==> src/design/dtai_pkg.sv <==
// ----------------------------------------------------------------------------
// dtai_pkg
// Types, constants and helpers for the date-time interval adder.
// ----------------------------------------------------------------------------
package dtai_pkg;

  localparam int unsigned YearW = 14;
  localparam int unsigned MonW  = 4;
  localparam int unsigned DayW  = 5;
  localparam int unsigned HourW = 5;
  localparam int unsigned MinW  = 6;
  localparam int unsigned SecW  = 6;
  localparam int unsigned IvW   = 17;

  localparam logic [IvW-1:0] IvMax   = 17'd86399;
  localparam logic [IvW-1:0] IvReset = 17'd1;

  // floor(x / 3600) = (x * IvRecip) >> IvShift for x <= 86399
  localparam logic [16:0] IvRecip  = 17'd74566;
  localparam int unsigned IvShift  = 28;
  // floor(x / 60) = (x * MinRecip) >> MinShift for x < 4096
  localparam logic [12:0] MinRecip = 13'd4370;
  localparam int unsigned MinShift = 18;
  // floor(y / 25) = (y * Y25Recip) >> Y25Shift for y < 16384
  localparam logic [12:0] Y25Recip = 13'd5243;
  localparam int unsigned Y25Shift = 17;

  localparam logic [11:0] SecPerHour = 12'd3600;
  localparam logic [6:0]  SecPerMin  = 7'd60;
  localparam logic [6:0]  MaxSec     = 7'd59;
  localparam logic [6:0]  MaxMin     = 7'd59;
  localparam logic [5:0]  MaxHour    = 6'd23;
  localparam logic [5:0]  HourPerDay = 6'd24;
  localparam logic [4:0]  Div25      = 5'd25;

  localparam logic [MonW-1:0] MonJan = 4'd1;
  localparam logic [MonW-1:0] MonFeb = 4'd2;
  localparam logic [MonW-1:0] MonApr = 4'd4;
  localparam logic [MonW-1:0] MonJun = 4'd6;
  localparam logic [MonW-1:0] MonSep = 4'd9;
  localparam logic [MonW-1:0] MonNov = 4'd11;
  localparam logic [MonW-1:0] MonDec = 4'd12;

  localparam logic [DayW-1:0] DayFirst = 5'd1;
  localparam logic [DayW-1:0] Len28    = 5'd28;
  localparam logic [DayW-1:0] Len29    = 5'd29;
  localparam logic [DayW-1:0] Len30    = 5'd30;
  localparam logic [DayW-1:0] Len31    = 5'd31;

  typedef struct packed {
    logic [YearW-1:0] in_year;
    logic [MonW-1:0]  in_month;
    logic [DayW-1:0]  in_day;
    logic [HourW-1:0] in_hour;
    logic [MinW-1:0]  in_minute;
    logic [SecW-1:0]  in_second;
  } in_item_t;

  typedef struct packed {
    logic [YearW-1:0] out_year;
    logic [MonW-1:0]  out_month;
    logic [DayW-1:0]  out_day;
    logic [HourW-1:0] out_hour;
    logic [MinW-1:0]  out_minute;
    logic [SecW-1:0]  out_second;
  } out_item_t;

  function automatic logic [DayW-1:0] month_len(input logic [MonW-1:0] month,
                                                input logic leap);
    logic [DayW-1:0] len;
    case (month) inside
      MonApr, MonJun, MonSep, MonNov: len = Len30;
      MonFeb:                         len = leap ? Len29 : Len28;
      default:                        len = Len31;
    endcase
    return len;
  endfunction

endpackage

==> src/design/date_time_add_interval_unit.sv <==
// ----------------------------------------------------------------------------
// date_time_add_interval_unit
// Adds the configured interval (under one day) to a Gregorian date-time.
// ----------------------------------------------------------------------------
// Five-stage pipeline: a new date-time may be started every cycle and its
// result appears on out_data with out_valid once it has left stage five. The
// receiver cannot stall, so busy stays low. The depth is set by the
// reciprocal multiplies that split the interval into h/m/s and test the
// year for divisibility by 25. Interval writes take effect at once and are
// saturated to 86399 s; write only while no transfer is in flight.
module date_time_add_interval_unit
  import dtai_pkg::*;
(
  input  logic           clk,
  input  logic           rst_n,
  input  logic           start,
  output logic           busy,
  input  in_item_t       in_data,
  input  logic           cfg_valid,
  output logic           cfg_ready,
  input  logic [IvW-1:0] cfg_data,
  output logic           out_valid,
  output out_item_t      out_data
);

  logic [IvW-1:0] interval_r, interval_nxt;

  logic v1_r, v2_r, v3_r, v4_r, v5_r;

  in_item_t   d1_r, d2_r, d3_r, d4_r;
  logic [4:0] ih1_r, ih2_r, ih3_r, ih4_r;
  logic [9:0] yq1_r;
  logic       leap2_r;
  logic [11:0] rem2_r, rem3_r;
  logic [5:0] im3_r, im4_r;
  logic [DayW-1:0] dmax3_r;
  logic [SecW-1:0] sec4_r;
  logic            cs4_r;
  logic [YearW-1:0] ny4_r;
  logic [MonW-1:0]  nm4_r;
  logic [DayW-1:0]  nd4_r;
  out_item_t        out_r;

  // stage 1
  logic [33:0] ih_prod;
  logic [26:0] yq_prod;
  // stage 2
  logic [IvW-1:0]   rem_full;
  logic [YearW-1:0] y25_rem;
  logic             leap;
  // stage 3
  logic [24:0] im_prod;
  // stage 4
  logic [11:0] is_full;
  logic [6:0]  s_sum;
  logic [6:0]  s_adj;
  logic        s_carry;
  logic [YearW-1:0] ny;
  logic [MonW-1:0]  nm;
  logic [DayW-1:0]  nd;
  // stage 5
  logic [6:0]  m_sum;
  logic [6:0]  m_adj;
  logic        m_carry;
  logic [5:0]  h_sum;
  logic [5:0]  h_adj;
  out_item_t   out_nxt;

  assign busy      = 1'b0;
  assign cfg_ready = 1'b1;
  assign out_valid = v5_r;
  assign out_data  = out_r;

  assign interval_nxt = (cfg_data > IvMax) ? IvMax : cfg_data;

  always_ff @(posedge clk) begin
    if (!rst_n) begin
      interval_r <= IvReset;
    end else if (cfg_valid && cfg_ready) begin
      interval_r <= interval_nxt;
    end
  end

  always_ff @(posedge clk) begin
    if (!rst_n) begin
      v1_r <= 1'b0;
      v2_r <= 1'b0;
      v3_r <= 1'b0;
      v4_r <= 1'b0;
      v5_r <= 1'b0;
    end else begin
      v1_r <= start && !busy;
      v2_r <= v1_r;
      v3_r <= v2_r;
      v4_r <= v3_r;
      v5_r <= v4_r;
    end
  end

  // stage 1: hours of interval, year / 25
  always_comb begin
    ih_prod = 34'(interval_r) * 34'(IvRecip);
    yq_prod = 27'(in_data.in_year) * 27'(Y25Recip);
  end

  always_ff @(posedge clk) begin
    d1_r  <= in_data;
    ih1_r <= ih_prod[IvShift+4:IvShift];
    yq1_r <= yq_prod[Y25Shift+9:Y25Shift];
  end

  // stage 2: interval remainder, leap year
  always_comb begin
    rem_full = interval_r - 17'(ih1_r) * 17'(SecPerHour);
    y25_rem  = d1_r.in_year - 14'(yq1_r) * 14'(Div25);
    leap     = (d1_r.in_year[1:0] == 2'd0) &&
               ((y25_rem != '0) || (d1_r.in_year[3:0] == 4'd0));
  end

  always_ff @(posedge clk) begin
    d2_r    <= d1_r;
    ih2_r   <= ih1_r;
    rem2_r  <= rem_full[11:0];
    leap2_r <= leap;
  end

  // stage 3: minutes of interval, month length
  assign im_prod = 25'(rem2_r) * 25'(MinRecip);

  always_ff @(posedge clk) begin
    d3_r    <= d2_r;
    ih3_r   <= ih2_r;
    rem3_r  <= rem2_r;
    im3_r   <= im_prod[MinShift+5:MinShift];
    dmax3_r <= month_len(d2_r.in_month, leap2_r);
  end

  // stage 4: seconds add, next-day candidate
  always_comb begin
    is_full = rem3_r - 12'(im3_r) * 12'(SecPerMin);
    s_sum   = 7'(d3_r.in_second) + 7'(is_full[5:0]);
    s_carry = (s_sum > MaxSec);
    s_adj   = s_carry ? (s_sum - SecPerMin) : s_sum;

    ny = d3_r.in_year;
    nm = d3_r.in_month;
    nd = DayFirst;
    if (d3_r.in_day < dmax3_r) begin
      nd = d3_r.in_day + DayFirst;
    end else if ((d3_r.in_day == dmax3_r) && (d3_r.in_month != MonDec)) begin
      nm = d3_r.in_month + 4'd1;
    end else begin
      nm = MonJan;
      ny = d3_r.in_year + 14'd1;
    end
  end

  always_ff @(posedge clk) begin
    d4_r   <= d3_r;
    ih4_r  <= ih3_r;
    im4_r  <= im3_r;
    sec4_r <= s_adj[5:0];
    cs4_r  <= s_carry;
    ny4_r  <= ny;
    nm4_r  <= nm;
    nd4_r  <= nd;
  end

  // stage 5: minutes, hours, day carry
  always_comb begin
    m_sum   = 7'(d4_r.in_minute) + 7'(im4_r) + 7'(cs4_r);
    m_carry = (m_sum > MaxMin);
    m_adj   = m_carry ? (m_sum - SecPerMin) : m_sum;
    h_sum   = 6'(d4_r.in_hour) + 6'(ih4_r) + 6'(m_carry);

    out_nxt.out_second = sec4_r;
    out_nxt.out_minute = m_adj[5:0];
    if (h_sum > MaxHour) begin
      h_adj             = h_sum - HourPerDay;
      out_nxt.out_year  = ny4_r;
      out_nxt.out_month = nm4_r;
      out_nxt.out_day   = nd4_r;
    end else begin
      h_adj             = h_sum;
      out_nxt.out_year  = d4_r.in_year;
      out_nxt.out_month = d4_r.in_month;
      out_nxt.out_day   = d4_r.in_day;
    end
    out_nxt.out_hour = h_adj[4:0];
  end

  always_ff @(posedge clk) begin
    out_r <= out_nxt;
  end

endmodule
==> config.mk <==
export PLATFORM = sky130hd
export DESIGN_NAME = date_time_add_interval_unit
export DESIGN_NICKNAME = d
export VERILOG_FILES = /design/src/design/dtai_pkg.sv /design/src/design/date_time_add_interval_unit.sv
export SDC_FILE = /design/constraint.sdc
export NUM_CORES = 1
export LEC_CHECK = 0
export BUFFER_PORTS_ARGS = -buffer_cell sky130_fd_sc_hd__buf_2
export CAP_MARGIN = 5
export CORE_MARGIN = 2
export CORE_UTILIZATION = 55
export DETAILED_ROUTE_END_ITERATION = 10
export PLACE_DENSITY_LB_ADDON = 0.1
export SYNTH_ARGS = -nofsm -noshare
export SYNTH_HDL_FRONTEND = slang
export SYNTH_SLANG_ARGS = --single-unit
==> constraint.sdc <==
create_clock -name clk -period 4.2 [get_ports clk]
set_clock_uncertainty 0.1 [all_clocks]
set_input_delay 0.21 -clock clk [delete_from_list [all_inputs] [get_ports clk]]
set_output_delay 0.21 -clock clk [all_outputs]
set_load 0.03 [all_outputs]
### After elaboration in Yosys (flattened, before gate mapping)

Cells that the tools add are included.

| storage, ports and cells | value |
|---|---|
| register bits after elaboration | 312 |
| input port bits | 61 |
| output and inout port bits | 43 |
| logic and storage cells | 104 |

| cells by class | value |
|---|---|
| $add $sub $neg | 14 |
| $mul | 6 |
| magnitude comparators | 5 |
| equal/unequal tests | 7 |
| mux-type cells | 11 |
| bitwise gates (word level) | 1 |
| reductions and logical operators | 8 |

Operators with widths:

| cell | count |
|---|---|
| multiplier 17 x 16 -> 32 bit, second input constant | 1 |
| two-way mux 14 bit | 2 |
| multiplier 14 x 13 -> 27 bit, second input constant | 1 |
| multiplier 12 x 12 -> 23 bit, second input constant | 1 |
| two-way mux 23 bit | 1 |
| > comparator 17 bit, second input constant | 1 |
| two-way mux 17 bit | 1 |
| adder 14 x 1 -> 14 bit, second input constant | 1 |
| adder 6 x 6 -> 7 bit | 2 |
| > comparator 7 x 6 -> 1 bit, second input constant | 2 |
| multiplier 10 x 5 -> 14 bit, second input constant | 1 |
| nonzero test 14 bit | 1 |
| subtractor 14 bit | 1 |
| two-way mux 6 bit | 2 |
| subtractor 12 bit | 1 |
| subtractor 6 bit, second input constant | 2 |
| equality test 4 x 3 -> 1 bit, second input constant | 2 |
| equality test 4 bit, second input constant | 2 |
| multiplier 5 x 8 -> 8 bit, second input constant | 1 |
| two-way mux 4 bit | 2 |
| adder 7 x 1 -> 7 bit | 1 |
| adder 5 x 5 -> 6 bit | 1 |
| adder 6 x 1 -> 6 bit | 1 |
| > comparator 6 x 5 -> 1 bit, second input constant | 1 |
| other kinds (18) | 20 |

### Longest topological paths before layout

Gate-level depths: netlist of the first run.

| logic depth | value |
|---|---|
| depth after elaboration | 6 |
| gate-level depth with buffers | 19 |
| depth with buffers taken out | 19 |

### Least setup slack after synthesis of the first run

OpenSTA, ideal clock, no wires.

| timing path | value |
|---|---|
| path type | register to register |
| from | reg interval_r[10] |
| to | reg ih1_r[4] |
| library setup time | 121 ps |
| data arrival time | 4452 ps |
| data required time | 3979 ps |
| setup slack | -473 ps |
| cell stages (with the launch flop) | 15 |
| buffers on the path | 0 |
| period minus slack after synthesis | 4673 ps |
| cell sequence | dfxtp_1 ha_1 ha_1 fa_1 fa_1 fa_1 fa_1 ha_1 a21o_1 a21oi_1 nand2_1 a221oi_1 o221a_2 o221ai_1 xnor2_1 |

| between the ends | value |
|---|---|
| cells in the longest elaborated chain, start to end | 1 |

RTL lines:

| element | RTL line | RTL |
|---|---|---|
| from (decl) | date_time_add_interval_unit.sv:26 | `logic [IvW-1:0] interval_r, interval_nxt;` |
| from (signal assigned) | date_time_add_interval_unit.sv:78 | `interval_r <= IvReset;` |
| from (signal assigned) | date_time_add_interval_unit.sv:80 | `interval_r <= interval_nxt;` |
| multiplier 17 x 16 -> 32 bit | date_time_add_interval_unit.sv:102 | `ih_prod = 34'(interval_r) * 34'(IvRecip);` |
| via ih_prod[32] | date_time_add_interval_unit.sv:45 | `logic [33:0] ih_prod;` |
| to (signal assigned) | date_time_add_interval_unit.sv:108 | `ih1_r <= ih_prod[IvShift+4:IvShift];` |
| to (decl) | date_time_add_interval_unit.sv:31 | `logic [4:0] ih1_r, ih2_r, ih3_r, ih4_r;` |

The timed path passes the listed nets, and every way through them passes these cells.
A chain may end at the register's enable or synchronous reset.

### Final worst setup path of the first run

| timing path | value |
|---|---|
| from | reg interval_r[9] |
| to | reg ih1_r[4] |

The elaborated chain is that of the path after synthesis.

==> results of run 1 <==
==> logic make-up after synthesis <==
family | synth area share, %
AOI/OAI and AO/OA | 6.65
xor gates and xnor gates | 3.68
adders and majority gates | 41.8
buffers and inverters | 7.61
DFF | 33.3
muxes | 1.73
other | 0.0405
and+or+nand+nor | 5.13
==> Yosys cell counts (2+ instances only) <==
cell and number:
ha_1 382, inv_1 363, dfxtp_1 309, fa_1 149
xnor2_1 55, a21oi_1 53, nand2_1 46, o21ai_0 36
nand3_1 31, nor2_1 31, a21o_1 25, mux2_2 25
xor2_1 23, nor2b_1 19, nor3_1 16, and2_1 10
o221a_2 10, nand4_1 9, and3_1 8, a211oi_1 6
nand2b_1 6, o22ai_1 6, a31oi_1 5, a2111oi_0 4
a211o_1 4, clkbuf_1 4, mux2i_1 4, o21bai_1 4
a221oi_1 3, a311o_1 3, buf_2 3, o21a_1 3
a311oi_1 2, a41oi_1 2, buf_4 2, conb_1 2
nand3b_1 2, nor3b_1 2, o211ai_1 2, o21ai_1 2
o221ai_1 2, o31a_1 2, or2_2 2
==> state kept, by name, summed over array words and instances, names as in the netlist, 6 cells and up <==
register	cells
im4_r	6
d3_r	40
rem2_r	12
d4_r	34
rem3_r	6
im3_r	6
d1_r	40
interval_r	17
d2_r	40
ny4_r	14
yq1_r	10
out_data	40
sec4_r	6
==> metrics by stage <==
stage	hold WS (ns)	setup slack [ns]	total power, uW	util [%]	cells
floorplan	0.138	-0.0974	12100	-	1695
global placement	0.210	-0.508	14400	61.6	2333
detailed placement	0.212	-0.611	14700	61.6	2333
CTS	0.0166	-0.314	18700	68.3	2493
global route	0.0403	-0.454	21200	69.2	2494
finish	0.0451	-0.314	19200	69.2	2495
==> power breakdown <==
group          switching, uW  internal [uW]  leakage [uW]  total, uW
clock network           1200           1900      0.000593       3110
logic                   6690           5710       0.00873      12400
registers                248           3440       0.00261       3690
==> area by class of cell <==
type	count	area, um^2	area share, %
Timing Repair Buffer	298	2230	9.65
Clock inverter	18	228	0.986
Tap cell	448	561	2.43
Clock buffer	45	975	4.22
Inverter	363	1360	5.90
Multi-Input combinational cell	1013	11500	49.8
Sequential cell	309	6240	27.0
Antenna cell	1	2.50	0.0108
==> worst max-delay path: stages, from the launching register on <==
cell and delay [ns]:
dfxtp_4 0.37, ha_4 0.25, ha_4 0.25, inv_2 0.03
fa_1 0.48, inv_2 0.04, fa_1 0.50, fa_2 0.55
fa_2 0.46, ha_4 0.17, a21o_1 0.17, a21oi_2 0.14
nand2_1 0.10, a221oi_2 0.26, o221a_2 0.26, o221ai_2 0.11
xnor2_1 0.13
==> worst max-delay path by stage <==
stage | start | end | slack, ns | cells past startpoint
5_1_grt | interval_r[7]$_SDFFE_PN0P_ | ih1_r[4]$_DFF_P_ | -0.45 | 18
3_5_place_dp | in_data[36] | yq1_r[9]$_DFF_P_ | -0.61 | 18
3_3_place_gp | in_data[36] | yq1_r[6]$_DFF_P_ | -0.51 | 17
6_report | interval_r[9]$_SDFFE_PN0P_ | ih1_r[4]$_DFF_P_ | -0.31 | 16
2_1_floorplan | interval_r[9]$_SDFFE_PN0P_ | ih1_r[4]$_DFF_P_ | -0.1 | 16
4_1_cts | interval_r[9]$_SDFFE_PN0P_ | ih1_r[4]$_DFF_P_ | -0.31 | 16
==> what timing repair did <==
action	CTS	global route
pin swaps	27	55
endpoints found under the hold margin	58	0
hold buffers	59	0
resized for setup	33	66
buffers inserted	36	7
setup endpoints to repair	30	39
cloned	2	0
==> metal layers <==
metal | vias to the layer above | track usage [%]
met5 | - | 0
met4 | 0 | 5.27
met3 | 48 | 3.18
met2 | 187 | 37.2
met1 | 5853 | 29.0
li1 | 6189 | -
==> flow_summary.ini, run 1 <==
[global_routing]
gr-total-overflow = 0
first_global_vias = 13100
grt_max_degree = 23
grt_pass1_wl_um = 62000
grt.total_usage_pct = 21.7
grt_antenna_before_repair = 0

[worst_setup_path]
r2r_end = ih1_r[4]$_DFF_P_
critPathRequiredTime_ns = 4.50
critPathLaunchType = flop
rrSetupSlack_ns = -0.31
crit_arrival_ns = 4.81
crit_fanout = 4
endpoint_kind = flop
critical_path_class = flop to flop
r2r_start = interval_r[9]$_SDFFE_PN0P_
r2r_cells = 16

[drt]
top_layer = met4
drc = 0
vias = 12300
first_pass_iters = 6
ant_nets = 0
met3_length_um = 1410
postRouteWirelength_um = 37000
drt-met1-wl_um = 17500
vias_per_cell = 4.92
drt-initial-drc-count = 402
wl_met2_um = 17400
wl_per_cell_um = 14.8

[timing]
hold_viol_final = 0
setup_ws_ns = -0.314
setup_tns_ns = -1.09
setup-violations-final = 5
rsz0062_at_grt = yes
final.period_utilization_pct = 107
worstMarginPinSlew_ns = 0.971
slew_headroom_pct = 34.8
max_freq_ghz = 0.222
finalMaxSlewViolations = 0
fin_crit_ns = 4.51

[floorplanning]
die_w_um = 188
core.rowCount = 67
die_area_um2 = 35200
start_util_pct = 55.6
coreArea_um2 = 33400
pin_count = 104
die_h_um = 188

[layout]
layout_commonest_cell = ha_1
design_area_um2 = 23100
syn2layout_area_growth_pct = 24.4
fin_nets = 2612
n_fill_cell = 2561
layout_common_cells = ha_1 (358), inv_1 (352), dfxtp_1 (291), fa_1 (142), buf_4 (128)
drive_above_1_share_pct = 21.5

[yosys]
synth_top_area_share_pct = 33.3
synth.distinct_cells = 61
synthArstFlopShare_pct = 0
synth_cells = 1695
syn_area_per_cell_um2 = 11.0
yosys_warnings = 0
yosysTopAreaCell = dfxtp_1
synth_ff_type = dfxtp_1
synth_area_leaders = dfxtp_1 (33%), ha_1 (26%), fa_1 (16%)
ys_ff_latch = 309
yosysSeqAreaShare_pct = 33.3
syn_area_um2 = 18600
synth_edf_count = 0
syn_nets = 2287

[clocking]
cts_buffers = 35
cts-root-buf = clkbuf_16
cts_tree = done
htreeDepth = 2
clock_path_buffers = 3
insertion_delay_ns = 0.52
cts_num_sinks = 309
cts.clk_slew.worst_paths_ns = 0.06

[min_path]
min_to = interval_r[14]$_SDFFE_PN0P_
min_from = rst_n
hold_depth = 2
hold_path_class = input pin to flop

[power_and_ir_drop]
powerDensity_nw_per_um2 = 832
worst_ir_drop_vdd_uv = 731
leakage_uw = 0.0119

[placed_design]
gp_congestion = 0.868
place_hpwl_um = 28300
place_area_um2 = 20500
port_buffers = 101

[outcome]
status = finished, violations left
violations = negative setup slack

[run]
maxCapViolCount = 0
Power figures use the tool's default switching activity.
==> inputs of run 2 (changes only) <==
--- a/config.mk
+++ b/config.mk
@@ -5,12 +5,12 @@
 export SDC_FILE = /design/constraint.sdc
 export NUM_CORES = 1
 export LEC_CHECK = 0
-export BUFFER_PORTS_ARGS = -buffer_cell sky130_fd_sc_hd__buf_2
+export BUFFER_PORTS_ARGS = -buffer_cell sky130_fd_sc_hd__buf_4
 export CAP_MARGIN = 5
 export CORE_MARGIN = 2
 export CORE_UTILIZATION = 55
 export DETAILED_ROUTE_END_ITERATION = 10
-export PLACE_DENSITY_LB_ADDON = 0.1
+export PLACE_DENSITY = 0.76
 export SYNTH_ARGS = -nofsm -noshare
 export SYNTH_HDL_FRONTEND = slang
 export SYNTH_SLANG_ARGS = --single-unit
==> run 2 against run 1 <==
Effect of this change:
- highest routed layer unchanged
- final cell count down 0.28%
- power down 2.4%
- clock power down 3%
- worst hold slack better by 0.18 ns
- the flow still finishes with violations (negative setup slack)
- via count up 1.0%
- die area unchanged
- largest power group unchanged
- maximum frequency up 0.76%
==> flow_summary.ini, run 2 (synthesis results as in run 1) <==
[clocking]
cts_buffers = 34
cts_num_sinks = 309
cts_tree = done
htreeDepth = 2
insertion_delay_ns = 0.52
cts.clk_slew.worst_paths_ns = 0.06
clock_path_buffers = 3
cts-root-buf = clkbuf_16

[global_routing]
first_global_vias = 13400
grt_antenna_before_repair = 2
grt_pass1_wl_um = 62300
gr-total-overflow = 0
grt.total_usage_pct = 21.6
grt_max_degree = 23

[power_and_ir_drop]
worst_ir_drop_vdd_uv = 784
leakage_uw = 0.0120
seq_power_share_pct = 19.8
p_total_uw = 18700
switching_share_pct = 42.7
pwr-share-comb_pct = 64.1
p_int_uw = 10700
powerDensity_nw_per_um2 = 801
clkPwrFrac_pct = 16.2
p_sw_uw = 8000

[run]
maxCapViolCount = 0

[worst_setup_path]
endpoint_kind = flop
critPathLaunchType = flop
crit_chain = ha_4, ha_2, inv_2, fa_1, fa_1, inv_1, fa_1, inv_1, fa_1, inv_1, ha_1, and3_4, nand2_1, nand2_1, a221oi_2, o221a_2, o221ai_2, xnor2_1
cpPeakStageDelay_ns = 0.53
crit_slowest_cell = fa_1
crit_fanout = 4
critical_path_class = flop to flop
critPathRequiredTime_ns = 4.51
path_buf_inv = 4
crit_arrival_ns = 4.79
cpMostUsedCell = fa_1
timing.critical_path.max_delay_family = adder cells

[drt]
drc = 0
postRouteWirelength_um = 37400
vias = 12400
wl_per_cell_um = 15.0
vias_per_cell = 4.98
drt-initial-drc-count = 443
first_pass_iters = 4
ant_nets = 0

[floorplanning]
pin_count = 104
die_area_um2 = 35200
core.rowCount = 67
coreArea_um2 = 33400
die_h_um = 188
die_w_um = 188
start_util_pct = 55.6

[layout]
layout_common_cells = ha_1 (354), inv_1 (347), dfxtp_1 (291), buf_4 (208), fa_1 (143)
drive_above_1_share_pct = 20.5
syn2layout_area_growth_pct = 26.0
diodes = 0
utilization_pct = 70.1
fin_nets = 2609
design_area_um2 = 23400
layout_commonest_cell = ha_1

[timing]
hold_ws_ns = 0.224
finalMaxSlewViolations = 0
worstMarginPinSlew_ns = 1.02
max_freq_ghz = 0.223
rsz0062_at_grt = yes
final.period_utilization_pct = 107
setup-violations-final = 5
setup_ws_ns = -0.280
fin_crit_ns = 4.48
slew_headroom_pct = 31.8
hold_viol_final = 0

[placed_design]
gp_congestion = 0.885
place_area_um2 = 20800
port_buffers = 101
place_hpwl_um = 28800

[min_path]
hold_path_class = flop to flop

[outcome]
status = finished, violations left
violations = negative setup slack
run 2: layer usage:
| metal | up-vias | share of wire [%] | global-route usage (%) | wire (um) |
|---|---|---|---|---|
| met5 | - | 0 | 0 | 0 |
| met4 | 0 | 2.4 | 6.66 | 891 |
| met3 | 62 | 3.6 | 2.90 | 1350 |
| met2 | 206 | 48 | 37.9 | 18100 |
| met1 | 5952 | 46 | 27.9 | 17100 |
| li1 | 6180 | - | - | - |
run 2: final timing paths:
check,start,endpoint,slack [ns],cells past startpoint
hold / removal,d1_r[14]$_DFF_P_,d2_r[14]$_DFF_P_,0.22,0
hold reg to reg,d1_r[14]$_DFF_P_,d2_r[14]$_DFF_P_,0.22,0
setup / recovery,interval_r[7]$_SDFFE_PN0P_,ih1_r[4]$_DFF_P_,-0.28,18
setup reg to reg,interval_r[7]$_SDFFE_PN0P_,ih1_r[4]$_DFF_P_,-0.28,18
run 2: repair_timing:
action | CTS | global route
setup endpoints to repair | 30 | 36
pin swaps | 37 | 35
hold buffers | 76 | 0
hold endpoints to repair | 62 | 0
setup buffers | 15 | 7
resized for setup | 34 | 77
cloned | 1 | 2
run 2: per-stage QoR:
stage          setup TNS [ns]  worst slack [ns]  instances
5_1_grt                 -5.15            -0.427       2488
6_report                -1.09            -0.280       2488
2_1_floorplan          -0.189           -0.0974       1695
3_5_place_dp            -5.87            -0.599       2329
4_1_cts                 -1.05            -0.252       2479
3_3_place_gp            -3.91            -0.449       2329
run 2: area by class of cell:
cell class,count,area (um^2)
Clock inverter,14,185
Tap cell,448,561
Fill cell,2367,9970
Multi-Input combinational cell,1013,11500
Timing Repair Buffer,296,2520
Sequential cell,309,6240
Clock buffer,45,983
Inverter,363,1360
run 2: power by group through the flow:
| stage | combinational (uW) | sequential (uW) | clock [uW] |
|---|---|---|---|
| floorplan | 8200 | 3940 | 0 |
| global placement | 10600 | 3750 | 0 |
| detailed placement | 11100 | 3770 | 0 |
| CTS | 11500 | 3710 | 3110 |
| global route | 13700 | 3750 | 3220 |
| finish | 12000 | 3700 | 3030 |
